[src/sv/request_retry_scheduler_defines.svh]
// ----------------------------------------------------------------------------
// Request retry scheduler: assertion macros
// Concurrent assertion wrappers, clocked on i_clk and held off during reset.
// ----------------------------------------------------------------------------
`ifndef REQUEST_RETRY_SCHEDULER_DEFINES_SVH
`define REQUEST_RETRY_SCHEDULER_DEFINES_SVH

`ifndef SYNTHESIS
// property must hold at every clock edge out of reset
`define RRS_ASSERT(label, prop, msg) \
    label: assert property (@(posedge i_clk) disable iff (!i_rst_n) prop) \
        else $error(msg);
// expression must never be true out of reset
`define RRS_NEVER(label, expr, msg) \
    `RRS_ASSERT(label, !(expr), msg)
`else
`define RRS_ASSERT(label, prop, msg)
`define RRS_NEVER(label, expr, msg)
`endif

`endif

[src/sv/rrs_pkg.sv]
// ----------------------------------------------------------------------------
// Request retry scheduler package
// Field widths, command and status codes, and the records shared by the
// slot table, the task queue and the control sequencer.
// ----------------------------------------------------------------------------
`timescale 1ns / 1ps

package rrs_pkg;

    localparam int IDX_W   = 2;
    localparam int BITS_W  = 32;
    localparam int RETRY_W = 8;
    localparam int IVAL_W  = 16;
    localparam int TIME_W  = 32;
    localparam int DEC_W   = 8;

    localparam logic [DEC_W-1:0]   DEC_RESET     = 8'd6;
    localparam logic [RETRY_W-1:0] RETRY_FOREVER = 8'hFF;

    typedef enum logic [1:0] {
        CMD_SET   = 2'd0,
        CMD_CLEAR = 2'd1,
        CMD_TICK  = 2'd2,
        CMD_NOP   = 2'd3
    } t_cmd;

    typedef enum logic [1:0] {
        ST_ADDED   = 2'd0,
        ST_PENDING = 2'd1,
        ST_NOFREE  = 2'd2,
        ST_NONE    = 2'd3
    } t_status;

    typedef struct packed {
        t_cmd                command;
        logic [IDX_W-1:0]    task_index;
        logic [BITS_W-1:0]   task_bits;
        logic [RETRY_W-1:0]  retry_count;
        logic [IVAL_W-1:0]   retry_interval;
        logic [TIME_W-1:0]   now_ticks;
    } t_req;

    typedef struct packed {
        logic                emit_valid;
        logic [IDX_W-1:0]    emit_index;
        logic [BITS_W-1:0]   emit_bits;
        logic [BITS_W-1:0]   waiting_bits;
        t_status             set_status;
        logic                queue_overflow;
    } t_rsp;

    // one booked request
    typedef struct packed {
        logic [IDX_W-1:0]    grp;
        logic [BITS_W-1:0]   task_bits;
        logic [RETRY_W-1:0]  retries;
        logic [TIME_W-1:0]   last_time;
        logic [IVAL_W-1:0]   interval;
    } t_slot;

    // one queued task
    typedef struct packed {
        logic [IDX_W-1:0]    grp;
        logic [BITS_W-1:0]   bits;
    } t_qent;

    // verdict of the slot evaluation unit
    typedef struct packed {
        logic                match;
        logic                overdue;
        logic                keep;
        t_slot               upd;
    } t_eval;

endpackage

[src/sv/rrs_req_if.sv]
// ----------------------------------------------------------------------------
// Request channel
// Valid/ready channel carrying one command beat.
// ----------------------------------------------------------------------------
`timescale 1ns / 1ps

interface rrs_req_if;
    logic          valid;
    logic          ready;
    rrs_pkg::t_req data;

    modport source (output valid, output data, input ready);
    modport sink   (input valid, input data, output ready);
endinterface

[src/sv/rrs_rsp_if.sv]
// ----------------------------------------------------------------------------
// Result channel
// Valid/ready channel carrying one result beat.
// ----------------------------------------------------------------------------
`timescale 1ns / 1ps

interface rrs_rsp_if;
    logic          valid;
    logic          ready;
    rrs_pkg::t_rsp data;

    modport source (output valid, output data, input ready);
    modport sink   (input valid, input data, output ready);
endinterface

[src/sv/rrs_slot_eval.sv]
// ----------------------------------------------------------------------------
// Slot evaluation unit
// Shared compare/subtract unit applied to one slot per cycle: request match,
// overdue test and retry count-down.
// ----------------------------------------------------------------------------
`timescale 1ns / 1ps

module rrs_slot_eval (
    input  rrs_pkg::t_slot                 i_slot,
    input  logic                           i_valid,
    input  logic [rrs_pkg::IDX_W-1:0]      i_grp,
    input  logic [rrs_pkg::BITS_W-1:0]     i_bits,
    input  logic [rrs_pkg::TIME_W-1:0]     i_now,
    output rrs_pkg::t_eval                 o_res
);
    import rrs_pkg::*;

    logic [TIME_W-1:0]  age;
    logic [RETRY_W-1:0] retries_dec;

    assign age = i_now - i_slot.last_time;

    always_comb begin
        retries_dec = i_slot.retries;
        o_res.keep  = 1'b1;
        // forever never counts down
        if (i_slot.retries != RETRY_FOREVER) begin
            if (i_slot.retries != '0) begin
                retries_dec = i_slot.retries - 1'b1;
            end
            o_res.keep = (retries_dec != '0);
        end
        o_res.match   = i_valid && (i_slot.grp == i_grp) && (i_slot.task_bits == i_bits);
        o_res.overdue = i_valid && (age >= TIME_W'(i_slot.interval));
        o_res.upd     = i_slot;
        o_res.upd.retries   = retries_dec;
        o_res.upd.last_time = i_now;
    end
endmodule

[src/sv/rrs_slot_table.sv]
// ----------------------------------------------------------------------------
// Slot table
// Request slot memory with one registered read port and one write port;
// booked flags held in flops and cleared by reset.
// ----------------------------------------------------------------------------
`timescale 1ns / 1ps

module rrs_slot_table #(
    parameter int  SLOTS = 8,
    localparam int SW    = (SLOTS > 1) ? $clog2(SLOTS) : 1
) (
    input  logic             i_clk,
    input  logic             i_rst_n,
    input  logic             i_rd_en,
    input  logic [SW-1:0]    i_rd_addr,
    output rrs_pkg::t_slot   o_rd_data,
    input  logic             i_wr_en,
    input  logic [SW-1:0]    i_wr_addr,
    input  rrs_pkg::t_slot   i_wr_data,
    input  logic             i_wr_valid,
    output logic [SLOTS-1:0] o_valid
);
    import rrs_pkg::*;

    t_slot            mem [SLOTS];
    t_slot            r_rd_data;
    logic [SLOTS-1:0] r_valid;

    always_ff @(posedge i_clk) begin
        if (i_wr_en) begin
            mem[i_wr_addr] <= i_wr_data;
        end
        if (i_rd_en) begin
            r_rd_data <= mem[i_rd_addr];
        end
    end

    always_ff @(posedge i_clk) begin
        if (!i_rst_n) begin
            r_valid <= '0;
        end else if (i_wr_en) begin
            r_valid[i_wr_addr] <= i_wr_valid;
        end
    end

    assign o_rd_data = r_rd_data;
    assign o_valid   = r_valid;
endmodule

[src/sv/rrs_queue.sv]
// ----------------------------------------------------------------------------
// Task queue
// Circular FIFO of tasks; a push to a full queue is dropped. Pop data is
// registered and holds until the next pop.
// ----------------------------------------------------------------------------
`timescale 1ns / 1ps

module rrs_queue #(
    parameter int  DEPTH = 16,
    localparam int QW    = $clog2(DEPTH),
    localparam int FW    = $clog2(DEPTH + 1),
    localparam int SUMW  = QW + 1
) (
    input  logic           i_clk,
    input  logic           i_rst_n,
    input  logic           i_push,
    input  rrs_pkg::t_qent i_push_data,
    input  logic           i_pop,
    output rrs_pkg::t_qent o_pop_data,
    output logic           o_full,
    output logic           o_empty
);
    import rrs_pkg::*;

    t_qent          mem [DEPTH];
    t_qent          r_pop_data;
    logic [QW-1:0]  r_head;
    logic [FW-1:0]  r_fill;
    logic [SUMW-1:0] sum;
    logic [SUMW-1:0] tail;

    assign o_full  = (r_fill == FW'(DEPTH));
    assign o_empty = (r_fill == '0);

    // head + fill stays below twice the depth: one compare and subtract
    assign sum  = SUMW'(r_head) + SUMW'(r_fill);
    assign tail = (sum >= SUMW'(DEPTH)) ? (sum - SUMW'(DEPTH)) : sum;

    always_ff @(posedge i_clk) begin
        if (i_push && !o_full) begin
            mem[tail[QW-1:0]] <= i_push_data;
        end
        if (i_pop) begin
            r_pop_data <= mem[r_head];
        end
    end

    always_ff @(posedge i_clk) begin
        if (!i_rst_n) begin
            r_head <= '0;
            r_fill <= '0;
        end else if (i_pop && !o_empty) begin
            r_head <= (r_head == QW'(DEPTH - 1)) ? '0 : r_head + 1'b1;
            r_fill <= r_fill - 1'b1;
        end else if (i_push && !o_full) begin
            r_fill <= r_fill + 1'b1;
        end
    end

    assign o_pop_data = r_pop_data;
endmodule

[src/sv/request_retry_scheduler.sv]
// ----------------------------------------------------------------------------
// Request retry scheduler
// Every command beat gives exactly one result beat. Clear, tick and a set with
// nonzero retry count and task bits walk the request slots through the single
// read port of the slot table, one slot a cycle, then go through a finishing
// state to the output state, which loads the result register. Any other set
// and the no-op go from the accept straight to the output state. The block
// takes a new command only once the previous one has gone to the result
// register, which may still be waiting for the sink.
// There is no clearing pass after reset. The decimation register may be
// written only while no command is in flight.
// ----------------------------------------------------------------------------
`timescale 1ns / 1ps

`include "request_retry_scheduler_defines.svh"

module request_retry_scheduler #(
    parameter int REQUEST_SLOTS = 8,
    parameter int TASK_GROUPS   = 4,
    parameter int QUEUE_DEPTH   = 16
) (
    input  logic                      i_clk,
    input  logic                      i_rst_n,
    input  logic                      i_cfg_we,
    input  logic [rrs_pkg::DEC_W-1:0] i_cfg_wdata,
    rrs_req_if.sink                   i_req,
    rrs_rsp_if.source                 o_rsp
);
    import rrs_pkg::*;

    localparam int SW = (REQUEST_SLOTS > 1) ? $clog2(REQUEST_SLOTS) : 1;
    localparam int CW = $clog2(REQUEST_SLOTS + 1);
    localparam int GW = (TASK_GROUPS > 1) ? $clog2(TASK_GROUPS) : 1;

    typedef enum logic [3:0] {
        S_IDLE = 4'b0001,
        S_WALK = 4'b0010,
        S_FIN  = 4'b0100,
        S_OUT  = 4'b1000
    } t_state;

    // group index reduced into range by repeated subtraction
    function automatic logic [IDX_W-1:0] f_grp(input logic [IDX_W-1:0] idx);
        logic [4:0] g;
        g = 5'(idx);
        for (int k = 0; k < 3; k++) begin
            if (g >= 5'(TASK_GROUPS)) begin
                g = g - 5'(TASK_GROUPS);
            end
        end
        return g[IDX_W-1:0];
    endfunction

    // control state
    t_state              r_state, n_state;
    logic [DEC_W-1:0]    r_dec;
    logic [TIME_W-1:0]   r_last_pop, n_last_pop;
    logic [BITS_W-1:0]   r_wait [TASK_GROUPS];
    logic [BITS_W-1:0]   n_wait [TASK_GROUPS];
    logic                r_out_valid, n_out_valid;
    logic                r_rd_v, n_rd_v;

    // per-command working registers
    t_cmd                r_cmd, n_cmd;
    logic [IDX_W-1:0]    r_grp, n_grp;
    logic [BITS_W-1:0]   r_bits, n_bits;
    logic [RETRY_W-1:0]  r_retry, n_retry;
    logic [IVAL_W-1:0]   r_ival, n_ival;
    logic [TIME_W-1:0]   r_now, n_now;
    t_status             r_status, n_status;
    logic                r_ovf, n_ovf;
    logic                r_emit, n_emit;
    logic                r_pending, n_pending;
    logic                r_free_ok, n_free_ok;
    logic [SW-1:0]       r_free, n_free;
    logic [CW-1:0]       r_cnt, n_cnt;
    logic [SW-1:0]       r_rd_idx, n_rd_idx;
    t_rsp                r_out, n_out;

    // slot table and queue hookup
    logic                tb_rd_en, tb_wr_en, tb_wr_valid;
    logic [SW-1:0]       tb_rd_addr, tb_wr_addr;
    t_slot               tb_rd_data, tb_wr_data;
    logic [REQUEST_SLOTS-1:0] tb_valid;
    logic                q_push, q_pop, q_full, q_empty;
    t_qent               q_push_data, q_pop_data;
    t_eval               ev;
    t_req                req;
    logic                accept;
    logic [IDX_W-1:0]    in_grp;
    logic                slot_v;
    logic                walk_issue;
    logic [TIME_W-1:0]   pop_age;

    assign req      = i_req.data;
    assign accept   = i_req.valid && i_req.ready;
    assign in_grp   = f_grp(req.task_index);
    assign slot_v   = tb_valid[r_rd_idx];
    assign pop_age  = r_now - r_last_pop;

    assign i_req.ready = (r_state == S_IDLE);
    assign o_rsp.valid = r_out_valid;
    assign o_rsp.data  = r_out;

    rrs_slot_table #(.SLOTS(REQUEST_SLOTS)) u_table (
        .i_clk      (i_clk),
        .i_rst_n    (i_rst_n),
        .i_rd_en    (tb_rd_en),
        .i_rd_addr  (tb_rd_addr),
        .o_rd_data  (tb_rd_data),
        .i_wr_en    (tb_wr_en),
        .i_wr_addr  (tb_wr_addr),
        .i_wr_data  (tb_wr_data),
        .i_wr_valid (tb_wr_valid),
        .o_valid    (tb_valid)
    );

    rrs_slot_eval u_eval (
        .i_slot  (tb_rd_data),
        .i_valid (slot_v),
        .i_grp   (r_grp),
        .i_bits  (r_bits),
        .i_now   (r_now),
        .o_res   (ev)
    );

    rrs_queue #(.DEPTH(QUEUE_DEPTH)) u_queue (
        .i_clk       (i_clk),
        .i_rst_n     (i_rst_n),
        .i_push      (q_push),
        .i_push_data (q_push_data),
        .i_pop       (q_pop),
        .o_pop_data  (q_pop_data),
        .o_full      (q_full),
        .o_empty     (q_empty)
    );

    always_comb begin
        n_state     = r_state;
        n_last_pop  = r_last_pop;
        n_wait      = r_wait;
        n_out_valid = r_out_valid && !o_rsp.ready;
        n_rd_v      = 1'b0;
        n_cmd       = r_cmd;
        n_grp       = r_grp;
        n_bits      = r_bits;
        n_retry     = r_retry;
        n_ival      = r_ival;
        n_now       = r_now;
        n_status    = r_status;
        n_ovf       = r_ovf;
        n_emit      = r_emit;
        n_pending   = r_pending;
        n_free_ok   = r_free_ok;
        n_free      = r_free;
        n_cnt       = r_cnt;
        n_rd_idx    = r_rd_idx;
        n_out       = r_out;
        tb_rd_en    = 1'b0;
        tb_rd_addr  = r_cnt[SW-1:0];
        tb_wr_en    = 1'b0;
        tb_wr_addr  = r_rd_idx;
        tb_wr_data  = ev.upd;
        tb_wr_valid = 1'b0;
        q_push      = 1'b0;
        q_push_data = '{grp: tb_rd_data.grp, bits: tb_rd_data.task_bits};
        q_pop       = 1'b0;
        walk_issue  = 1'b0;

        unique case (r_state)
            S_IDLE: begin
                if (accept) begin
                    n_cmd     = req.command;
                    n_grp     = in_grp;
                    n_bits    = req.task_bits;
                    n_retry   = req.retry_count;
                    n_ival    = req.retry_interval;
                    n_now     = req.now_ticks;
                    n_status  = ST_NONE;
                    n_ovf     = 1'b0;
                    n_emit    = 1'b0;
                    n_pending = 1'b0;
                    n_free_ok = 1'b0;
                    n_cnt     = '0;
                    unique case (req.command)
                        CMD_SET: begin
                            q_push      = 1'b1;
                            q_push_data = '{grp: in_grp, bits: req.task_bits};
                            n_ovf       = q_full;
                            n_wait[GW'(in_grp)] = r_wait[GW'(in_grp)] | req.task_bits;
                            if (req.retry_count != '0 && req.task_bits != '0) begin
                                n_state = S_WALK;
                            end else begin
                                n_state = S_OUT;
                            end
                        end
                        CMD_CLEAR: begin
                            n_state = S_WALK;
                        end
                        CMD_TICK: begin
                            // masks are rebuilt from the booked slots
                            for (int g = 0; g < TASK_GROUPS; g++) begin
                                n_wait[g] = '0;
                            end
                            n_state = S_WALK;
                        end
                        CMD_NOP: begin
                            n_state = S_OUT;
                        end
                    endcase
                end
            end

            S_WALK: begin
                // read slot r_cnt while slot r_rd_idx is evaluated
                walk_issue = (r_cnt < CW'(REQUEST_SLOTS));
                tb_rd_en   = walk_issue;
                if (walk_issue) begin
                    n_cnt    = r_cnt + 1'b1;
                    n_rd_v   = 1'b1;
                    n_rd_idx = r_cnt[SW-1:0];
                end
                if (r_rd_v) begin
                    unique case (r_cmd)
                        CMD_SET: begin
                            if (ev.match) begin
                                n_pending = 1'b1;
                            end
                            if (!slot_v && !r_free_ok) begin
                                n_free_ok = 1'b1;
                                n_free    = r_rd_idx;
                            end
                        end
                        CMD_CLEAR: begin
                            if (ev.match) begin
                                tb_wr_en    = 1'b1;
                                tb_wr_valid = 1'b0;
                                n_wait[GW'(r_grp)] = r_wait[GW'(r_grp)] & ~r_bits;
                            end
                        end
                        CMD_TICK: begin
                            if (slot_v) begin
                                n_wait[GW'(tb_rd_data.grp)] =
                                    r_wait[GW'(tb_rd_data.grp)] | tb_rd_data.task_bits;
                            end
                            if (ev.overdue) begin
                                q_push      = 1'b1;
                                tb_wr_en    = 1'b1;
                                tb_wr_valid = ev.keep;
                                if (q_full) begin
                                    n_ovf = 1'b1;
                                end
                            end
                        end
                        CMD_NOP: begin
                        end
                    endcase
                    if (r_rd_idx == SW'(REQUEST_SLOTS - 1)) begin
                        n_state = S_FIN;
                    end
                end
            end

            S_FIN: begin
                if (r_cmd == CMD_SET) begin
                    priority if (r_pending) begin
                        n_status = ST_PENDING;
                    end else if (!r_free_ok) begin
                        n_status = ST_NOFREE;
                    end else begin
                        n_status    = ST_ADDED;
                        tb_wr_en    = 1'b1;
                        tb_wr_addr  = r_free;
                        tb_wr_valid = 1'b1;
                        tb_wr_data  = '{grp: r_grp, task_bits: r_bits, retries: r_retry,
                                        last_time: r_now, interval: r_ival};
                    end
                end else if (r_cmd == CMD_TICK) begin
                    if (pop_age > TIME_W'(r_dec)) begin
                        n_last_pop = r_now;
                        if (!q_empty) begin
                            q_pop  = 1'b1;
                            n_emit = 1'b1;
                        end
                    end
                end
                n_state = S_OUT;
            end

            S_OUT: begin
                // hold until the result register is free
                if (!r_out_valid || o_rsp.ready) begin
                    n_out.emit_valid     = r_emit;
                    n_out.emit_index     = r_emit ? q_pop_data.grp : '0;
                    n_out.emit_bits      = r_emit ? q_pop_data.bits : '0;
                    n_out.waiting_bits   = r_wait[GW'(r_grp)];
                    n_out.set_status     = r_status;
                    n_out.queue_overflow = r_ovf;
                    n_out_valid          = 1'b1;
                    n_state              = S_IDLE;
                end
            end

            default: begin
                n_state = S_IDLE;
            end
        endcase
    end

    always_ff @(posedge i_clk) begin
        if (!i_rst_n) begin
            r_state     <= S_IDLE;
            r_dec       <= DEC_RESET;
            r_last_pop  <= '0;
            r_out_valid <= 1'b0;
            r_rd_v      <= 1'b0;
            for (int g = 0; g < TASK_GROUPS; g++) begin
                r_wait[g] <= '0;
            end
        end else begin
            r_state     <= n_state;
            r_last_pop  <= n_last_pop;
            r_out_valid <= n_out_valid;
            r_rd_v      <= n_rd_v;
            r_wait      <= n_wait;
            if (i_cfg_we) begin
                r_dec <= i_cfg_wdata;
            end
        end
    end

    always_ff @(posedge i_clk) begin
        r_cmd     <= n_cmd;
        r_grp     <= n_grp;
        r_bits    <= n_bits;
        r_retry   <= n_retry;
        r_ival    <= n_ival;
        r_now     <= n_now;
        r_status  <= n_status;
        r_ovf     <= n_ovf;
        r_emit    <= n_emit;
        r_pending <= n_pending;
        r_free_ok <= n_free_ok;
        r_free    <= n_free;
        r_cnt     <= n_cnt;
        r_rd_idx  <= n_rd_idx;
        r_out     <= n_out;
    end

    `RRS_ASSERT(a_accept_busy, (i_req.valid && i_req.ready) |=> !i_req.ready, "accepted a beat while busy")
    `RRS_NEVER(a_push_pop, q_push && q_pop, "queue push and pop in one cycle")
    `RRS_ASSERT(a_walk_bound, (r_state == S_WALK) |-> (r_cnt <= CW'(REQUEST_SLOTS)), "slot walk overran")
    `RRS_ASSERT(a_status_set, (r_state == S_OUT && r_cmd != CMD_SET) |-> (r_status == ST_NONE), "set status on a non-set command")

endmodule

[src/flat_wrapper.sv]
// flat-port wrapper written by rule: the top's interface ports become plain ports
module request_retry_scheduler_flat import rrs_pkg::*;
#(
    parameter int REQUEST_SLOTS = 8,
    parameter int TASK_GROUPS   = 4,
    parameter int QUEUE_DEPTH   = 16
)
  (i_clk, i_rst_n, i_cfg_we, i_cfg_wdata, i_req_valid, i_req_data, i_req_ready, o_rsp_valid, o_rsp_data, o_rsp_ready);
  rrs_req_if i_req_i ();
  rrs_rsp_if o_rsp_i ();
  input  logic i_clk;
  input  logic i_rst_n;
  input  logic i_cfg_we;
  input  logic [rrs_pkg::DEC_W-1:0] i_cfg_wdata;
  input wire logic [$bits(i_req_i.valid)-1:0] i_req_valid;
  input wire logic [$bits(i_req_i.data)-1:0] i_req_data;
  output wire logic [$bits(i_req_i.ready)-1:0] i_req_ready;
  output wire logic [$bits(o_rsp_i.valid)-1:0] o_rsp_valid;
  output wire logic [$bits(o_rsp_i.data)-1:0] o_rsp_data;
  input wire logic [$bits(o_rsp_i.ready)-1:0] o_rsp_ready;
  assign i_req_i.valid = i_req_valid;
  assign i_req_i.data = i_req_data;
  assign i_req_ready = i_req_i.ready;
  assign o_rsp_valid = o_rsp_i.valid;
  assign o_rsp_data = o_rsp_i.data;
  assign o_rsp_i.ready = o_rsp_ready;
  request_retry_scheduler #(.REQUEST_SLOTS(REQUEST_SLOTS), .TASK_GROUPS(TASK_GROUPS), .QUEUE_DEPTH(QUEUE_DEPTH)) u_core (.i_clk(i_clk), .i_rst_n(i_rst_n), .i_cfg_we(i_cfg_we), .i_cfg_wdata(i_cfg_wdata), .i_req(i_req_i), .o_rsp(o_rsp_i));
endmodule
[config.mk]
export PLATFORM = sky130hd
export DESIGN_NAME = request_retry_scheduler_flat
export DESIGN_NICKNAME = d
export VERILOG_FILES = /design/src/sv/rrs_pkg.sv /design/src/sv/rrs_req_if.sv /design/src/sv/rrs_rsp_if.sv /design/src/sv/rrs_slot_eval.sv /design/src/sv/rrs_slot_table.sv /design/src/sv/rrs_queue.sv /design/src/sv/request_retry_scheduler.sv /design/src/flat_wrapper.sv
export VERILOG_INCLUDE_DIRS = /design/src /design/src/sv
export SDC_FILE = /design/constraint.sdc
export NUM_CORES = 2
export LEC_CHECK = 0
export BUFFER_PORTS_ARGS = -buffer_cell sky130_fd_sc_hd__buf_4
export CORE_ASPECT_RATIO = 1.25
export CORE_MARGIN = 2
export CORE_UTILIZATION = 30
export DETAILED_ROUTE_END_ITERATION = 10
export PLACE_DENSITY = 0.49
export SYNTH_ARGS = -nofsm -noshare
export SYNTH_HDL_FRONTEND = slang
export SYNTH_SLANG_ARGS = --single-unit
[constraint.sdc]
create_clock -name i_clk -period 14 [get_ports i_clk]
set_input_delay 2.8 -clock i_clk [delete_from_list [all_inputs] [get_ports i_clk]]
set_output_delay 2.8 -clock i_clk [all_outputs]
set_load 0.005 [all_outputs]
==> results by group <==
Power and ir drop
  • Tot Pwr: 12.1 mW
  • Clock Power Share: 0.412
  • VDD IR max: 0.000132 V
  • Cell-internal power: 9.16 mW
  • Leakage power: ~29 nW
  • Logic pwr share: 0.093
  • Reg power frac: 0.495
  • Sw frac: 0.240
  • Power Density: 138 nW/µm²
  • P_sw: 2.89 mW

Worst setup path
  • Worst R2R End: u_core.u_queue.mem[6][4]
  • R2R Path Start: u_core.r_now[0]
  • Crit path to: u_core.u_queue.mem[6][4]
  • Startpoint type of the worst setup path: flop
  • Flop-to-flop setup slack: 7.48 ns
  • Worst EP arrival: 6.92 ns
  • Slowest Stage Delay on Critical Path: 1.02 ns
  • Setup crit end kind: flop
  • Setup CP Type: flop to flop
  • CP Cell Sequence: inv_1 > ha_1 > inv_1 > fa_1 > a211oi_1 > o21ai_2 > a31oi_1 > o21ai_0 > xor2_1 > ha_1 > nand2_1 > o21ai_0 > a2111oi_0 > o41ai_1 > nand2_1 > nand4_1 > nor4_4 > and2_1 > o21ai_2 > nand3_1 > nor2_4
  • Slowest cell on crit path: nor2_4
  • Top delay family on crit path: compound AO/OA/AOI/OAI gates
  • Required @ worst endpoint: between 10 and 15 ns
  • R2R cell count: 21
  • Crit Path Max Fanout: 34
  • CP bufs+invs: 2
  • Crit path depth: 21
  • Critical path launch point: u_core.r_now[0]

Drt
  • Vias per inst: 5.15
  • Final ANT Viol Nets: 0
  • DRC: 0
  • Drt first-iter violations: about 3.6k
  • Wire per inst: 25.4 µm
  • Via count: 42.4k
  • DR pass1 iterations: 5
  • DRT Wirelength: 209000 µm

Clock network
  • Clock sink count: 1757
  • Clock slew at reported path FFs: roughly 0.06 ns
  • H-Tree Depth: 4
  • CTS tree: done
  • Clock Latency Late Sink: approximately 0.84 ns
  • Clock buffer count from CTS: 187
  • Post-CTS Setup Bufs: 0
  • Root buffer cell: clkbuf_16
  • CTS max path bufs: 3
  • CTS Hold Buffers Added: 0
  • # resized after CTS: 0

Global routing
  • Antenna violations before repair: 14
  • Number of global-route vias before repair: ~44k
  • Grt ovf: 0
  • First-pass GRT wire length: 305000 µm
  • GRT Resource Usage Total: 0.161
  • Largest net degree at the start of global routing: 138

Timing
  • Setup ws final: ~7.5 ns
  • Final hold viol count: 0
  • Number of max-slew violations in the final report: 0
  • Total negative slack: 0 ns
  • Post-layout min period: 6.52 ns
  • Setup Viol. Count Final: 0
  • Crit share post-route: 0.466
  • Clk_skew: 0.0687 ns
  • Hold_ws: 0.433 ns
  • Slew HR: 0.219
  • Highest clock rate: 0.153 GHz
  • RSZ-0062 raised after global routing: false
  • Worst-Margin Slew: 1.17 ns

Yosys
  • Post-synth top cells: edfxtp_1, mux4_2, nand2_1
  • Synth cell types: 90
  • Largest area contributor in the netlist: edfxtp_1
  • Yosys Warn Count: 0
  • Area contributors post-synth: edfxtp_1, mux4_2, dfxtp_1
  • Yosys reg bits: 1757
  • Post-Synthesis Cells: 4528
  • Main synth FF type: edfxtp_1
  • EDFF count, synth: between 1.5k and 2k
  • Asr flop ratio synth: 0
  • Synth top area share: 0.622
  • Sequential area share after synthesis: 0.673
  • Syn_nets: 4740
  • Post-synthesis cell area: 75600 µm²
  • Most common cell in the netlist: edfxtp_1
  • Mapped Avg Cell Area: 16.7 µm²

Placed design
  • Dpl hpwl: 131000 µm
  • DP Cell Count: 7881
  • Placer's final routability congestion estimate: 0.828
  • Pre-CTS setup slack: 7.45 ns
  • DP Area: 81200 µm²
  • Port bufs: approximately 180

Finish
  • Util after Layout: 0.347
  • Register area: slightly above 50000 µm²
  • Final Non-Filler Cells: 8233
  • Layout cells sized above 1: 0.242
  • Final instance area: between 80000 and 90000 µm²
  • Area delta synth->final: 15.5%
  • Fill count: 23.9k
  • Nets@finish: 4954
  • Multi-input gate area: about 24000 µm²

Min path
  • Hold Path Class: flop to flop

Job
  • Max_cap viols: 0

Die
  • Die Area: 256000 µm²
  • FP Rows: 206
  • Die width: 453 µm
  • Initial Utilization: 0.301
  • Die height: 565 µm
  • Core ar.: 251000 µm²
  • IO Pins: 177

Status
  • Outcome: finished, final reports clean
==> power groups by stage <==
stage	Sequential, mW	Clock (mW)	Combinational [mW]
finish	5.96	4.97	1.12
global route	5.97	5.30	1.22
CTS	5.96	5.11	1.14
detailed placement	6.07	0	1.13
global placement	6.07	0	1.13
floorplan	6.02	0	0.797
==> layout make-up <==
| cell class | instances | share of cell area |
|---|---|---|
| Multi-Input combinational cell | 2408 | 0.271 |
| Antenna cell | 2 | 0.0000573 |
| Clock buffer | 234 | 0.0562 |
| Inverter | 119 | 0.00517 |
| Timing Repair Buffer | 269 | 0.0235 |
| Clock inverter | 116 | 0.0141 |
| Tap cell | 3328 | 0.0477 |
| Sequential cell | 1757 | 0.582 |
==> worst reg2reg max path, stage by stage, from the launching register on <==
cell	delay (ns)
edfxtp_1	0.51
inv_1	0.15
ha_1	0.19
inv_1	0.06
fa_1	0.43
a211oi_1	0.48
o21ai_2	0.15
a31oi_1	0.26
o21ai_0	0.13
xor2_1	0.16
ha_1	0.30
nand2_1	0.05
o21ai_0	0.23
a2111oi_0	0.13
o41ai_1	0.12
nand2_1	0.15
nand4_1	0.17
nor4_4	0.08
and2_1	0.16
o21ai_2	0.62
nand3_1	0.51
nor2_4	1.02
==> sequential cells by signal (all words and copies together), names as in the netlist, 16 cells and up <==
name	flops
u_core.r_wait	128
u_core.r_now	32
u_core.r_bits	32
u_core.u_queue.o_pop_data	34
u_core.r_ival	16
u_core.o_rsp.data	70
u_core.u_table.mem	720
u_core.u_table.o_rd_data	90
u_core.u_queue.mem	544
u_core.r_last_pop	32
==> worst min-delay path by stage <==
stage                                   from              endpoint  slack (ns)  cells past startpoint
after floorplan                 u_core.r_ovf  u_core.o_rsp.data[0]        0.40                      0
after global placement    u_core.r_status[1]  u_core.o_rsp.data[2]        0.42                      0
after detailed placement  u_core.r_status[1]  u_core.o_rsp.data[2]        0.43                      0
after CTS                 u_core.r_status[1]  u_core.o_rsp.data[2]        0.44                      0
after global routing      u_core.r_status[1]  u_core.o_rsp.data[2]        0.44                      0
final                     u_core.r_status[1]  u_core.o_rsp.data[2]        0.43                      0
==> metal layers <==
layer	GRT usage	routed length, µm	up-vias
met3	0.0263	10900	377
li1	-	-	18500
met1	0.211	88700	22200
met2	0.273	103000	1293
met5	0	37	-
met4	0.0504	6080	6
==> layout by cell type, fill, tap and decap left out, types with 42 or more instances in the layout <==
cell type  instances
o21ai_0           65
mux2_2           128
and2_1            45
dfxtp_1          187
buf_4            266
ha_1             103
mux2i_1           57
nor2b_1           85
a21oi_1          219
o211ai_1          67
edfxtp_1        1566
clkbuf_1          42
inv_1            115
o211a_1          128
nor2_1           196
mux4_2           448
clkbuf_16        187
xnor2_1           65
nand2_1          323
o22ai_1           82
==> cells by family after synthesis <==
family / synth area share
flip-flops: 0.673
multiplexers: 0.160
AND/OR/NAND/NOR: 0.0545
XOR/XNOR: 0.00997
AO/OA/AOI/OAI: 0.0659
buffers and inverters: 0.0183
adder cells (fa/ha/maj): 0.0181
No activity file was read; power rests on OpenSTA's default activity.
